`config.mk`:
```
export PLATFORM = sky130hd
export DESIGN_NAME = camera_picture_packet_receiver
export DESIGN_NICKNAME = d
export VERILOG_FILES = /design/src/design/cppr_pkg.sv /design/src/design/camera_picture_packet_receiver.sv /design/src/design/cppr_emit.sv
export SDC_FILE = /design/constraint.sdc
export NUM_CORES = 1
export LEC_CHECK = 0
export ABC_AREA = 1
export BUFFER_PORTS_ARGS = -buffer_cell sky130_fd_sc_hd__buf_2
export CORE_MARGIN = 2
export CORE_UTILIZATION = 60
export CTS_CLUSTER_DIAMETER = 60
export CTS_CLUSTER_SIZE = 28
export DETAILED_ROUTE_END_ITERATION = 8
export PLACE_DENSITY = 0.78
export SLEW_MARGIN = 20
export SYNTH_ARGS = -nofsm -noshare
export SYNTH_HDL_FRONTEND = slang
export SYNTH_SLANG_ARGS = --single-unit
```
`constraint.sdc`:
```
create_clock -name clk -period 6.9 [get_ports clk]
set_clock_uncertainty 0.15 [all_clocks]
set_input_delay 1.38 -clock clk [delete_from_list [all_inputs] [get_ports clk]]
set_output_delay 1.38 -clock clk [all_outputs]
set_load 0.01 [all_outputs]
```
`src/design/cppr_pkg.sv`:
```
// ----------------------------------------------------------------------------
// Camera picture packet receiver: shared types and constants
// Request, result and status codes, protocol bytes and the result descriptor
// that passes from the protocol engine to the beat sequencer.
// ----------------------------------------------------------------------------
package cppr_pkg;

	typedef enum logic [1:0] {
		REQ_START   = 2'd0,
		REQ_BYTE    = 2'd1,
		REQ_TIMEOUT = 2'd2
	} req_t;

	typedef enum logic [1:0] {
		KIND_TX   = 2'd0,
		KIND_WR   = 2'd1,
		KIND_STAT = 2'd2
	} kind_t;

	typedef enum logic [2:0] {
		ST_OK      = 3'd0,
		ST_BAD     = 3'd1,
		ST_NOMEM   = 3'd2,
		ST_TIMEOUT = 3'd3,
		ST_OVERRUN = 3'd4
	} status_t;

	typedef enum logic [3:0] {
		PH_IDLE   = 4'd0,
		PH_ACK    = 4'd1,
		PH_LEN    = 4'd2,
		PH_HDR    = 4'd3,
		PH_DATA   = 4'd4,
		PH_VERIFY = 4'd5
	} phase_t;

	localparam logic CFG_PACKET_SIZE = 1'b0;
	localparam logic CFG_CAPACITY    = 1'b1;

	localparam logic [7:0] BYTE_SYNC    = 8'hAA;
	localparam logic [7:0] BYTE_ACK     = 8'h0E;
	localparam logic [7:0] BYTE_GET_PIC = 8'h04;
	localparam logic [7:0] BYTE_LENGTH  = 8'h0A;
	localparam logic [7:0] BYTE_ONE     = 8'h01;
	localparam logic [7:0] BYTE_END     = 8'hF0;
	localparam logic [7:0] BYTE_ZERO    = 8'h00;

	localparam int          FRAME_BYTES   = 6;
	localparam logic [23:0] PACKET_OVHD   = 24'd6;
	localparam logic [2:0]  FRAME_BEATS   = 3'd6;

	typedef struct packed {
		logic              tx6;
		logic              wr;
		logic              stat;
		logic [4:0][7:0]   tx;
		logic [23:0]       addr;
		logic [7:0]        data;
		status_t           st;
		logic [23:0]       size;
		logic [2:0]        nbeats;
	} desc_t;

	function automatic desc_t frame_desc(input logic [7:0] b1, input logic [7:0] b2,
			input logic [7:0] b3, input logic [7:0] b4, input logic [7:0] b5);
		desc_t d;
		d = '0;
		d.tx6 = 1'b1;
		d.tx[0] = b1;
		d.tx[1] = b2;
		d.tx[2] = b3;
		d.tx[3] = b4;
		d.tx[4] = b5;
		d.nbeats = FRAME_BEATS;
		return d;
	endfunction

	function automatic desc_t add_status(input desc_t din, input status_t st,
			input logic [23:0] size);
		desc_t d;
		d = din;
		d.stat = 1'b1;
		d.st = st;
		d.size = size;
		d.nbeats = din.nbeats + 3'd1;
		return d;
	endfunction

endpackage

```
`src/design/camera_picture_packet_receiver.sv`:
```
// ----------------------------------------------------------------------------
// Camera picture packet receiver
// Picture download engine for a serial camera with packet transfer.
// ----------------------------------------------------------------------------
// Each beat on the slave stream is a start request, a byte received from the
// camera or a receive timeout. The engine updates its protocol state in the
// cycle the beat is taken and queues the results as one descriptor; an output
// sequencer then sends them as master beats, one per cycle while m_tready is
// high: transmit bytes for the camera, image buffer writes and a final status
// with the image size. A beat that causes no result or one result is taken
// every cycle while the output is not stalled; a beat that causes n results
// occupies the output for n beats (six for a command or packet acknowledge,
// seven at the end of the image), and one descriptor can wait in a pending
// slot while the sequencer works, so the next beat is taken even while the
// output is stalled. The limit is the one-beat-per-cycle output sequencer.
module camera_picture_packet_receiver #(
	parameter int LENGTH_BITS = 24
) (
	input  logic        clk,
	input  logic        arst_n,
	input  logic        cfg_we,
	input  logic        cfg_addr,
	input  logic [23:0] cfg_wdata,
	input  logic        s_tvalid,
	output logic        s_tready,
	input  logic [7:0]  s_tdata,  // rx_byte
	input  logic [1:0]  s_tuser,  // req_type
	output logic        m_tvalid,
	input  logic        m_tready,
	output logic [71:0] m_tdata,  // tx_byte, write_addr, write_data, status, image_size
	output logic [1:0]  m_tuser,  // out_kind
	output logic        m_tlast
);

	localparam int LEN_W = LENGTH_BITS;
	localparam int SUM_W = LENGTH_BITS + 1;

	logic [9:0]             fps_q;
	logic [23:0]            cap_q;
	cppr_pkg::phase_t       phase_q, phase_d;
	logic [2:0]             fbc_q, fbc_d;
	logic [LEN_W-1:0]       exp_q, exp_d;
	logic [LEN_W-1:0]       tot_q, tot_d;
	logic [15:0]            pn_q, pn_d;
	logic [15:0]            size_q, size_d;
	logic [15:0]            idx_q, idx_d;
	logic [23:0]            base_q, base_d;

	cppr_pkg::desc_t        pend_q, desc_d;
	logic                   pend_vld_q;
	logic                   take;
	logic                   accept;
	cppr_pkg::req_t         req;
	logic [7:0]             rx;
	logic [23:0]            step;
	logic [SUM_W-1:0]       sum;
	logic [31:0]            tot_ext;
	logic [31:0]            len_ext;
	logic                   bad_hdr;

	assign accept  = s_tvalid && s_tready;
	assign s_tready = !pend_vld_q || take;
	assign req     = cppr_pkg::req_t'(s_tuser);
	assign rx      = s_tdata;
	assign step    = 24'(fps_q) - cppr_pkg::PACKET_OVHD;
	assign sum     = {1'b0, tot_q} + SUM_W'(size_q);
	assign tot_ext = 32'(tot_q);

	always_ff @(posedge clk or negedge arst_n) begin
		if (!arst_n) begin
			fps_q <= 10'd256;
			cap_q <= 24'd65536;
		end else if (cfg_we) begin
			if (cfg_addr == cppr_pkg::CFG_PACKET_SIZE) begin
				fps_q <= cfg_wdata[9:0];
			end else begin
				cap_q <= cfg_wdata;
			end
		end
	end

	always_comb begin
		phase_d = phase_q;
		fbc_d   = fbc_q;
		exp_d   = exp_q;
		tot_d   = tot_q;
		pn_d    = pn_q;
		size_d  = size_q;
		idx_d   = idx_q;
		base_d  = base_q;
		desc_d  = '0;
		len_ext = '0;
		bad_hdr = 1'b0;
		if (accept) begin
			case (req)
				cppr_pkg::REQ_START: begin
					phase_d = cppr_pkg::PH_ACK;
					fbc_d   = '0;
					exp_d   = '0;
					tot_d   = '0;
					pn_d    = '0;
					size_d  = '0;
					idx_d   = '0;
					base_d  = '0;
					desc_d  = cppr_pkg::frame_desc(cppr_pkg::BYTE_GET_PIC, cppr_pkg::BYTE_ONE,
						cppr_pkg::BYTE_ZERO, cppr_pkg::BYTE_ZERO, cppr_pkg::BYTE_ZERO);
				end
				cppr_pkg::REQ_TIMEOUT: begin
					if (phase_q != cppr_pkg::PH_IDLE) begin
						phase_d = cppr_pkg::PH_IDLE;
						desc_d  = cppr_pkg::add_status('0, cppr_pkg::ST_TIMEOUT, tot_ext[23:0]);
					end
				end
				cppr_pkg::REQ_BYTE: begin
					case (phase_q)
						cppr_pkg::PH_ACK: begin
							bad_hdr = (fbc_q == 3'd0 && rx != cppr_pkg::BYTE_SYNC) ||
								(fbc_q == 3'd1 && rx != cppr_pkg::BYTE_ACK) ||
								(fbc_q == 3'd2 && rx != cppr_pkg::BYTE_GET_PIC);
							if (bad_hdr) begin
								phase_d = cppr_pkg::PH_IDLE;
								desc_d  = cppr_pkg::add_status('0, cppr_pkg::ST_BAD, tot_ext[23:0]);
							end else if (fbc_q >= 3'(cppr_pkg::FRAME_BYTES - 1)) begin
								fbc_d   = '0;
								phase_d = cppr_pkg::PH_LEN;
							end else begin
								fbc_d = fbc_q + 3'd1;
							end
						end
						cppr_pkg::PH_LEN: begin
							bad_hdr = (fbc_q == 3'd0 && rx != cppr_pkg::BYTE_SYNC) ||
								(fbc_q == 3'd1 && rx != cppr_pkg::BYTE_LENGTH) ||
								(fbc_q == 3'd2 && rx != cppr_pkg::BYTE_ONE);
							if (bad_hdr) begin
								phase_d = cppr_pkg::PH_IDLE;
								desc_d  = cppr_pkg::add_status('0, cppr_pkg::ST_BAD, tot_ext[23:0]);
							end else begin
								case (fbc_q)
									3'd3:    exp_d = LEN_W'(rx);
									3'd4:    exp_d = exp_q | LEN_W'({rx, 8'h00});
									3'd5:    exp_d = exp_q | LEN_W'({rx, 16'h0000});
									default: exp_d = exp_q;
								endcase
								len_ext = 32'(exp_d);
								if (fbc_q >= 3'(cppr_pkg::FRAME_BYTES - 1)) begin
									fbc_d = '0;
									if (len_ext >= 32'(cap_q)) begin
										phase_d = cppr_pkg::PH_IDLE;
										desc_d  = cppr_pkg::add_status('0, cppr_pkg::ST_NOMEM,
											tot_ext[23:0]);
									end else begin
										pn_d    = '0;
										tot_d   = '0;
										phase_d = cppr_pkg::PH_HDR;
										desc_d  = cppr_pkg::frame_desc(cppr_pkg::BYTE_ACK,
											cppr_pkg::BYTE_ZERO, cppr_pkg::BYTE_ZERO,
											cppr_pkg::BYTE_ZERO, cppr_pkg::BYTE_ZERO);
									end
								end else begin
									fbc_d = fbc_q + 3'd1;
								end
							end
						end
						cppr_pkg::PH_HDR: begin
							if (fbc_q == 3'd2) begin
								size_d = {8'h00, rx};
							end else if (fbc_q == 3'd3) begin
								size_d = {rx, size_q[7:0]};
							end
							if (fbc_q >= 3'd3) begin
								fbc_d   = '0;
								idx_d   = '0;
								base_d  = step * {8'h00, pn_q};
								phase_d = (size_d == 16'd0) ? cppr_pkg::PH_VERIFY
									: cppr_pkg::PH_DATA;
							end else begin
								fbc_d = fbc_q + 3'd1;
							end
						end
						cppr_pkg::PH_DATA: begin
							desc_d        = '0;
							desc_d.wr     = 1'b1;
							desc_d.addr   = base_q + 24'(idx_q);
							desc_d.data   = rx;
							desc_d.nbeats = 3'd1;
							idx_d         = idx_q + 16'd1;
							if (idx_d >= size_q) begin
								fbc_d   = '0;
								phase_d = cppr_pkg::PH_VERIFY;
							end
						end
						cppr_pkg::PH_VERIFY: begin
							if (fbc_q >= 3'd1) begin
								fbc_d = '0;
								tot_d = sum[LEN_W-1:0];
								if (sum == {1'b0, exp_q}) begin
									phase_d = cppr_pkg::PH_IDLE;
									desc_d  = cppr_pkg::add_status(
										cppr_pkg::frame_desc(cppr_pkg::BYTE_ACK,
											cppr_pkg::BYTE_ZERO, cppr_pkg::BYTE_ZERO,
											cppr_pkg::BYTE_END, cppr_pkg::BYTE_END),
										cppr_pkg::ST_OK, 24'(32'(sum[LEN_W-1:0])));
								end else if (sum > {1'b0, exp_q}) begin
									phase_d = cppr_pkg::PH_IDLE;
									desc_d  = cppr_pkg::add_status('0, cppr_pkg::ST_OVERRUN,
										24'(32'(sum[LEN_W-1:0])));
								end else begin
									pn_d    = pn_q + 16'd1;
									phase_d = cppr_pkg::PH_HDR;
									desc_d  = cppr_pkg::frame_desc(cppr_pkg::BYTE_ACK,
										cppr_pkg::BYTE_ZERO, cppr_pkg::BYTE_ZERO,
										pn_d[7:0], pn_d[15:8]);
								end
							end else begin
								fbc_d = fbc_q + 3'd1;
							end
						end
						default: ;
					endcase
				end
				default: ;
			endcase
		end
	end

	always_ff @(posedge clk or negedge arst_n) begin
		if (!arst_n) begin
			phase_q    <= cppr_pkg::PH_IDLE;
			fbc_q      <= '0;
			exp_q      <= '0;
			tot_q      <= '0;
			pn_q       <= '0;
			size_q     <= '0;
			idx_q      <= '0;
			base_q     <= '0;
			pend_vld_q <= 1'b0;
		end else begin
			phase_q <= phase_d;
			fbc_q   <= fbc_d;
			exp_q   <= exp_d;
			tot_q   <= tot_d;
			pn_q    <= pn_d;
			size_q  <= size_d;
			idx_q   <= idx_d;
			base_q  <= base_d;
			if (accept && desc_d.nbeats != 3'd0) begin
				pend_vld_q <= 1'b1;
			end else if (take) begin
				pend_vld_q <= 1'b0;
			end
		end
	end

	always_ff @(posedge clk) begin
		if (accept && desc_d.nbeats != 3'd0) begin
			pend_q <= desc_d;
		end
	end

	cppr_emit u_emit (
		.clk      (clk),
		.arst_n   (arst_n),
		.pend     (pend_q),
		.pend_vld (pend_vld_q),
		.take     (take),
		.m_tvalid (m_tvalid),
		.m_tready (m_tready),
		.m_tdata  (m_tdata),
		.m_tuser  (m_tuser),
		.m_tlast  (m_tlast)
	);

	a_stat_last: assert property (@(posedge clk) disable iff (!arst_n)
		m_tvalid && m_tuser == cppr_pkg::KIND_STAT |-> m_tlast)
		else $error("status beat without tlast");

	a_write_last: assert property (@(posedge clk) disable iff (!arst_n)
		m_tvalid && m_tuser == cppr_pkg::KIND_WR |-> m_tlast)
		else $error("buffer write beat without tlast");

	a_packet_left: assert property (@(posedge clk) disable iff (!arst_n)
		phase_q == cppr_pkg::PH_DATA |-> size_q != 16'd0 && idx_q < size_q)
		else $error("data phase with exhausted packet");

	a_frame_count: assert property (@(posedge clk) disable iff (!arst_n)
		fbc_q <= 3'd5)
		else $error("frame byte count out of range");

	a_pend_hold: assert property (@(posedge clk) disable iff (!arst_n)
		pend_vld_q && !take |=> pend_vld_q && !s_tready || take)
		else $error("pending results dropped");

endmodule

```
`src/design/cppr_emit.sv`:
```
// ----------------------------------------------------------------------------
// Camera picture packet receiver: result beat sequencer
// Holds one result descriptor and sends its beats, one per cycle while m_tready
// is high, on the master stream; takes the next descriptor as the last beat leaves.
// ----------------------------------------------------------------------------
module cppr_emit (
	input  logic               clk,
	input  logic               arst_n,
	input  cppr_pkg::desc_t    pend,
	input  logic               pend_vld,
	output logic               take,
	output logic               m_tvalid,
	input  logic               m_tready,
	output logic [71:0]        m_tdata,  // tx_byte, write_addr, write_data, status, image_size
	output logic [1:0]         m_tuser,  // out_kind
	output logic               m_tlast
);

	cppr_pkg::desc_t act_q;
	logic [2:0]      idx_q;
	logic            busy_q;
	logic            last_beat;
	logic            done;
	logic [7:0]      tx_byte;
	cppr_pkg::kind_t kind;
	logic [7:0]      wbyte;
	logic [23:0]     waddr;
	logic [2:0]      st;
	logic [23:0]     size;

	assign last_beat = (idx_q == act_q.nbeats - 3'd1);
	assign done      = busy_q && m_tready && last_beat;
	assign take      = pend_vld && (!busy_q || done);
	assign m_tvalid  = busy_q;
	assign m_tlast   = last_beat;

	always_ff @(posedge clk or negedge arst_n) begin
		if (!arst_n) begin
			busy_q <= 1'b0;
			idx_q  <= '0;
		end else if (take) begin
			busy_q <= 1'b1;
			idx_q  <= '0;
		end else if (done) begin
			busy_q <= 1'b0;
		end else if (busy_q && m_tready) begin
			idx_q <= idx_q + 3'd1;
		end
	end

	always_ff @(posedge clk) begin
		if (take) begin
			act_q <= pend;
		end
	end

	always_comb begin
		case (idx_q)
			3'd0:    tx_byte = cppr_pkg::BYTE_SYNC;
			3'd1:    tx_byte = act_q.tx[0];
			3'd2:    tx_byte = act_q.tx[1];
			3'd3:    tx_byte = act_q.tx[2];
			3'd4:    tx_byte = act_q.tx[3];
			3'd5:    tx_byte = act_q.tx[4];
			default: tx_byte = cppr_pkg::BYTE_ZERO;
		endcase
	end

	always_comb begin
		kind  = cppr_pkg::KIND_STAT;
		wbyte = '0;
		waddr = '0;
		st    = '0;
		size  = '0;
		if (act_q.tx6 && idx_q < cppr_pkg::FRAME_BEATS) begin
			kind = cppr_pkg::KIND_TX;
		end else if (act_q.wr) begin
			kind  = cppr_pkg::KIND_WR;
			wbyte = act_q.data;
			waddr = act_q.addr;
		end else begin
			st   = act_q.st;
			size = act_q.size;
		end
	end

	assign m_tuser = kind;
	assign m_tdata = {5'd0, size, st, wbyte, waddr,
		(kind == cppr_pkg::KIND_TX) ? tx_byte : 8'd0};

endmodule

```
# ---- Word-level counts from Yosys, hierarchy flattened
# Cells that the tools add are included.
# Widths: inputs -> output; s select.
dict set report totals {
  input_bits 40
  out_inout_bits 77
  elab_cells 229
  register_bits 374
}
dict set report classes {
  mul 1
  reduce_logical 42
  order_cmp 7
  n_bitwise 3
  eq_ne 44
  n_addsub 8
  muxes 87
}
# cell n
set ops {}
lappend ops {{$mux 105} 6}
lappend ops {{$pmux 105 s4} 1}
lappend ops {{$mux 24} 16}
lappend ops {{$pmux 105 s3} 1}
lappend ops {{$mux 16} 13}
lappend ops {{$mux 103} 2}
lappend ops {{$pmux 24 s2} 4}
lappend ops {{$pmux 16 s2} 5}
lappend ops {{$pmux 24 s3} 1}
lappend ops {{$pmux 8 s6} 1}
lappend ops {{$mux 3} 12}
lappend ops {{$add 16x1->16 const B} 2}
lappend ops {{$mux 4} 8}
lappend ops {{$ne 3x3->1 const B} 9}
lappend ops {{$add 24x16->25} 1}
lappend ops {{$eq 25x24->1} 1}
lappend ops {{$gt 25x24->1} 1}
lappend ops {{$add 24x16->24} 1}
lappend ops {{$ge 24x24->1} 1}
lappend ops {{$mul 11x17->24} 1}
lappend ops {{$mux 8} 3}
lappend ops {{$or 24x16->24} 1}
lappend ops {{$or 24x24->24} 1}
lappend ops {{$pmux 4 s5} 1}
lappend ops {{48 further kinds} 99}

# ---- Logic depth before layout (Yosys ltp)
dict set report logic_depth {
  depth_word 18
  ltp_mapped 30
  mapped_depth_nobuf 28
}

# ---- By module
# Synthesis repeated with hierarchy kept, for this count alone.
dict set report unflattened {
  hier_cells 2899
  area_unflattened_um2 24631.1
}
# module instances seq_area_each_um2 area_each_um2 cells_per_inst
set modules_own_cells {}
lappend modules_own_cells {camera_picture_packet_receiver 1 6493.7 20261.9 2535}
lappend modules_own_cells {cppr_emit 1 3223.1 4369.2 364}

# ---- Least setup slack after synthesis
# No wires, ideal clock.
dict set report synth_timing {
  path_type {reg2reg}
  from {register fps_q[1]}
  to {register base_q[18]}
  path_stages_with_launch 27
  t_required_ns 6.624
  t_arrival_ns 5.669
  synth_period_minus_slack_ns 5.945
  path_buffers 2
  setup_time_ns 0.126
  slack_ns 0.955
  path_cell_list {dfrtp_1 > clkbuf_1 > a21oi_1 > nand3_1 > nor2_1 > nand2_1 > and2_1 > buf_2 > clkinv_1 > nor2_1 > fa_1 > inv_1 > fa_1 > inv_1 > fa_1 > fa_1 > inv_1 > fa_1 > inv_1 > ha_1 > a21o_1 > a31oi_1 > nand3_1 > a21bo_2 > or2_2 > nand3_1 > o21ai_0}
}
dict set report synth_via {
  elab_chain_cells 5
}
# item line
set synth_lines {}
lappend synth_lines {{start: declaration} camera_picture_packet_receiver.sv:38} ;# logic [9:0] fps_q;
lappend synth_lines {{start signal: assignment} camera_picture_packet_receiver.sv:75} ;# fps_q <= cfg_wdata[9:0];
lappend synth_lines {{$sub 10x3->11} camera_picture_packet_receiver.sv:65} ;# assign step = 24'(fps_q) - cppr_pkg::PACKET_OVHD;
lappend synth_lines {{$mul 11x17->24} camera_picture_packet_receiver.sv:173} ;# base_d = step * {8'h00, pn_q};
lappend synth_lines {{$mux 24} camera_picture_packet_receiver.sv:170} ;# if (fbc_q >= 3'd3) begin
lappend synth_lines {{$mux 24} camera_picture_packet_receiver.sv:115} ;# case (phase_q)
lappend synth_lines {{$pmux 24 s2} camera_picture_packet_receiver.sv:95} ;# case (req)
lappend synth_lines {{end signal: assignment} camera_picture_packet_receiver.sv:245} ;# base_q <= base_d;
lappend synth_lines {{end: declaration} camera_picture_packet_receiver.sv:47} ;# logic [23:0] base_q, base_d;
# No other way between the ends. The select of a mux whose other input is x is not followed.
# A chain may end at the register's enable or synchronous reset.

# ---- Final worst setup path
dict set report layout_timing {
  from {register fps_q[1]}
  to {register base_q[23]}
}
# The elaborated chain is that of the path after synthesis.

==> impl_metrics.ini <==
[route]
wl_met3_mm = 6.27
drt_iter0_drc = 2175
vias_per_cell = 5.65
drt_pass1_iterations = 7
route.detailed.drc = 0
m1WireLength_mm = 26.6
met2_length_mm = 27.7
wirelength_mm = 61.9
ant_nets = 0
top_layer = met4
wl_per_cell_um = 17.7
vias = 19800

[final_layout]
fin_cells = 3502
layout-drive-gt1-share_pct = 7.52
final_net_count = 3301
fill_cells = 3287
final_common_cell = nand2_1
final_area_um2 = 25900
final_cell_mix = nand2_1, inv_1, nor2_1
diodes = 0
syn_to_final_growth_pct = 8.33

[job]
cap_violations = 0

[global_routing]
antenna_found_initial = 1
grt_max_degree = 104
first_global_vias = 19100
gr-total-overflow = 0
grtUsageTotal_pct = 30.8
grt_pass1_wl_mm = 101

[logic_synthesis]
syn_area_um2 = 23900
synth_edf_count = 162
ys_seq_elements = 327
ys_types = 60
synth_top_flop_cell = dfrtp_1
synthCells = 2888
ys_seq_area_share_pct = 37.7
async_reset_ff_share_pct = 50.5
synth_warnings = 0
avgSynthCellArea_um2 = 8.27

[worst_setup_path]
criticalPathCategory = reg2reg
crit_slowest_cell = fa_1
end_kind = register
path_max_fanout = 15
crit_arrival_ns = 6.75
reg2reg_slack_ns = 0.50
rr_endpoint = base_q[23]
r2r_start = fps_q[1]
cpMostUsedCell = inv_1
r2r_cells = 27
cpPeakStageDelay_ns = 0.57
start_kind = register
critical_path_required_ns = 7.25

[placed_design]
gp_congestion = 0.995
port_buffers = 111
hpwl_mm = 48.4
place_area_um2 = 24800
placedCellCount = 3455

[cts]
clkLatencyLatePin_ns = 0.61
root_buffer = clkbuf_16
cts_buffers = 26
cts_max_level = 1
tritoncts = done
post_cts_buffers = 0
clk_pin_slew_ns = 0.09
clock_path_buffers = 3
cts_sinks = 327

[die]
fp.dieW_um = 204
die_area_um2 = 41400
start_util_pct = 60.4
ios = 117
fp.coreArea_um2 = 39500
rows = 73
die_h_um = 204

[timing]
maxSlewViolCount = 0
rsz0062_at_grt = no
fin_tns_setup_ns = 0
hold_ws_ns = 0.242
fmax_mhz = 156
slew_headroom_pct = 35.3
hold_viol = 0
worstMarginPinSlew_ns = 0.970
setup_viol = 0
period_needed_ns = 6.40
timing.final.crit_share_pct = 92.7

[worst_hold_path]
min_from = pend_q[33]
hold_path_end = u_emit.act_q[33]
hold_depth = 0
hp-class = reg2reg

[power]
p_total_mw = 6.05
ir_drop_mv = 0.193
p_leak_nw = 12.6
power_density_nw_per_um2 = 234

[outcome]
status = completed
==> cells by family after synthesis <==
group / after synthesis / share of synthesized area [%]
xor gates and xnor gates: 65 / 2.38
AOI/OAI and AO/OA: 437 / 10.5
other: 1 / 0.0157
adders and majority gates: 303 / 19.9
DFF: 327 / 37.7
buffers and inverters: 605 / 9.92
and+or+nand+nor: 1150 / 19.6
==> worst max path at each step <==
stage               startpoint          to  slack, ns  depth (start not counted)
floorplan             fps_q[1]  base_q[18]       0.96                         26
global route          fps_q[1]  base_q[18]      0.003                         23
global placement      fps_q[1]  base_q[18]       0.61                         24
finish                fps_q[1]  base_q[23]       0.50                         27
CTS                   fps_q[1]  base_q[19]       0.33                         23
detailed placement    fps_q[1]  base_q[19]       0.41                         23
==> layout make-up <==
| cell class | count | area [µm²] | area share [%] |
|---|---|---|---|
| Clock buffer | 26 | 651 | 2.51 |
| Clock inverter | 21 | 387 | 1.49 |
| Inverter | 514 | 1930 | 7.47 |
| Multi-Input combinational cell | 1960 | 12600 | 48.5 |
| Sequential cell | 327 | 9000 | 34.8 |
| Tap cell | 525 | 657 | 2.54 |
| Timing Repair Buffer | 129 | 697 | 2.69 |
==> Yosys cell counts (4+ instances only) <==
cell type / count / area share (%)
a21o_1: 10 / 0.31
a21oi_1: 128 / 2.7
a221oi_1: 4 / 0.15
a22o_1: 4 / 0.15
a31oi_1: 7 / 0.18
buf_2: 20 / 0.42
buf_4: 11 / 0.35
clkbuf_1: 53 / 0.83
clkinv_1: 9 / 0.14
dfrtp_1: 163 / 17
edfxtp_1: 162 / 20
fa_1: 127 / 11
ha_1: 176 / 9.2
inv_1: 494 / 7.8
inv_2: 10 / 0.16
nand2_1: 625 / 9.8
nand2_2: 4 / 0.10
nand3_1: 89 / 1.9
nand3b_1: 8 / 0.25
nand4_1: 39 / 1.0
nor2_1: 334 / 5.2
nor3_1: 26 / 0.54
nor4_1: 4 / 0.10
o211ai_1: 6 / 0.19
o21a_1: 4 / 0.13
o21ai_0: 135 / 2.8
o21ai_1: 26 / 0.54
o21bai_1: 5 / 0.16
o22ai_1: 74 / 1.9
o22ai_2: 6 / 0.31
o31ai_1: 17 / 0.53
or2_2: 6 / 0.16
xnor2_1: 26 / 0.95
xor2_1: 39 / 1.4
==> registers in the layout (all words and copies together), names as in the netlist, 10 cells and up <==
name	count
idx_q	16
cap_q	24
tot_q	24
size_q	16
pend_q	81
exp_q	24
fps_q	10
pn_q	16
u_emit.act_q	81
base_q	24
==> worst max-delay path: cells and delay by family (launching register included) <==
family | cells | cell delay, ns
compound gates | 4 | 0.82
buf+inv | 8 | 0.95
flops | 1 | 0.43
simple gates | 9 | 0.87
fa+ha+maj | 6 | 3.03
==> layer usage <==
metal	vias up	track usage (%)
met5	-	0
met4	0	7.33
met3	100	6.39
met2	934	49.0
met1	9317	43.7
li1	9425	-
==> power breakdown <==
group / internal [mW] / switching [mW] / total [mW]
clock network: 0.803 / 0.907 / 1.71
registers: 2.35 / 0.139 / 2.48
logic: 0.535 / 1.32 / 1.85
==> repair_timing <==
| item | 4_1_cts | 5_1_grt |
|---|---|---|
| resized for setup | 0 | 4 |
| hold buffers | 0 | 0 |
| setup endpoints to repair | 0 | 7 |
==> per-stage QoR <==
stage	utilization [%]	setup WS, ns
5_1_grt	65.4	0.00290
3_3_place_gp	62.8	0.609
3_5_place_dp	62.8	0.407
6_report	65.4	0.501
4_1_cts	65.4	0.331
2_1_floorplan	-	0.955
Power figures use the tool's default switching activity.
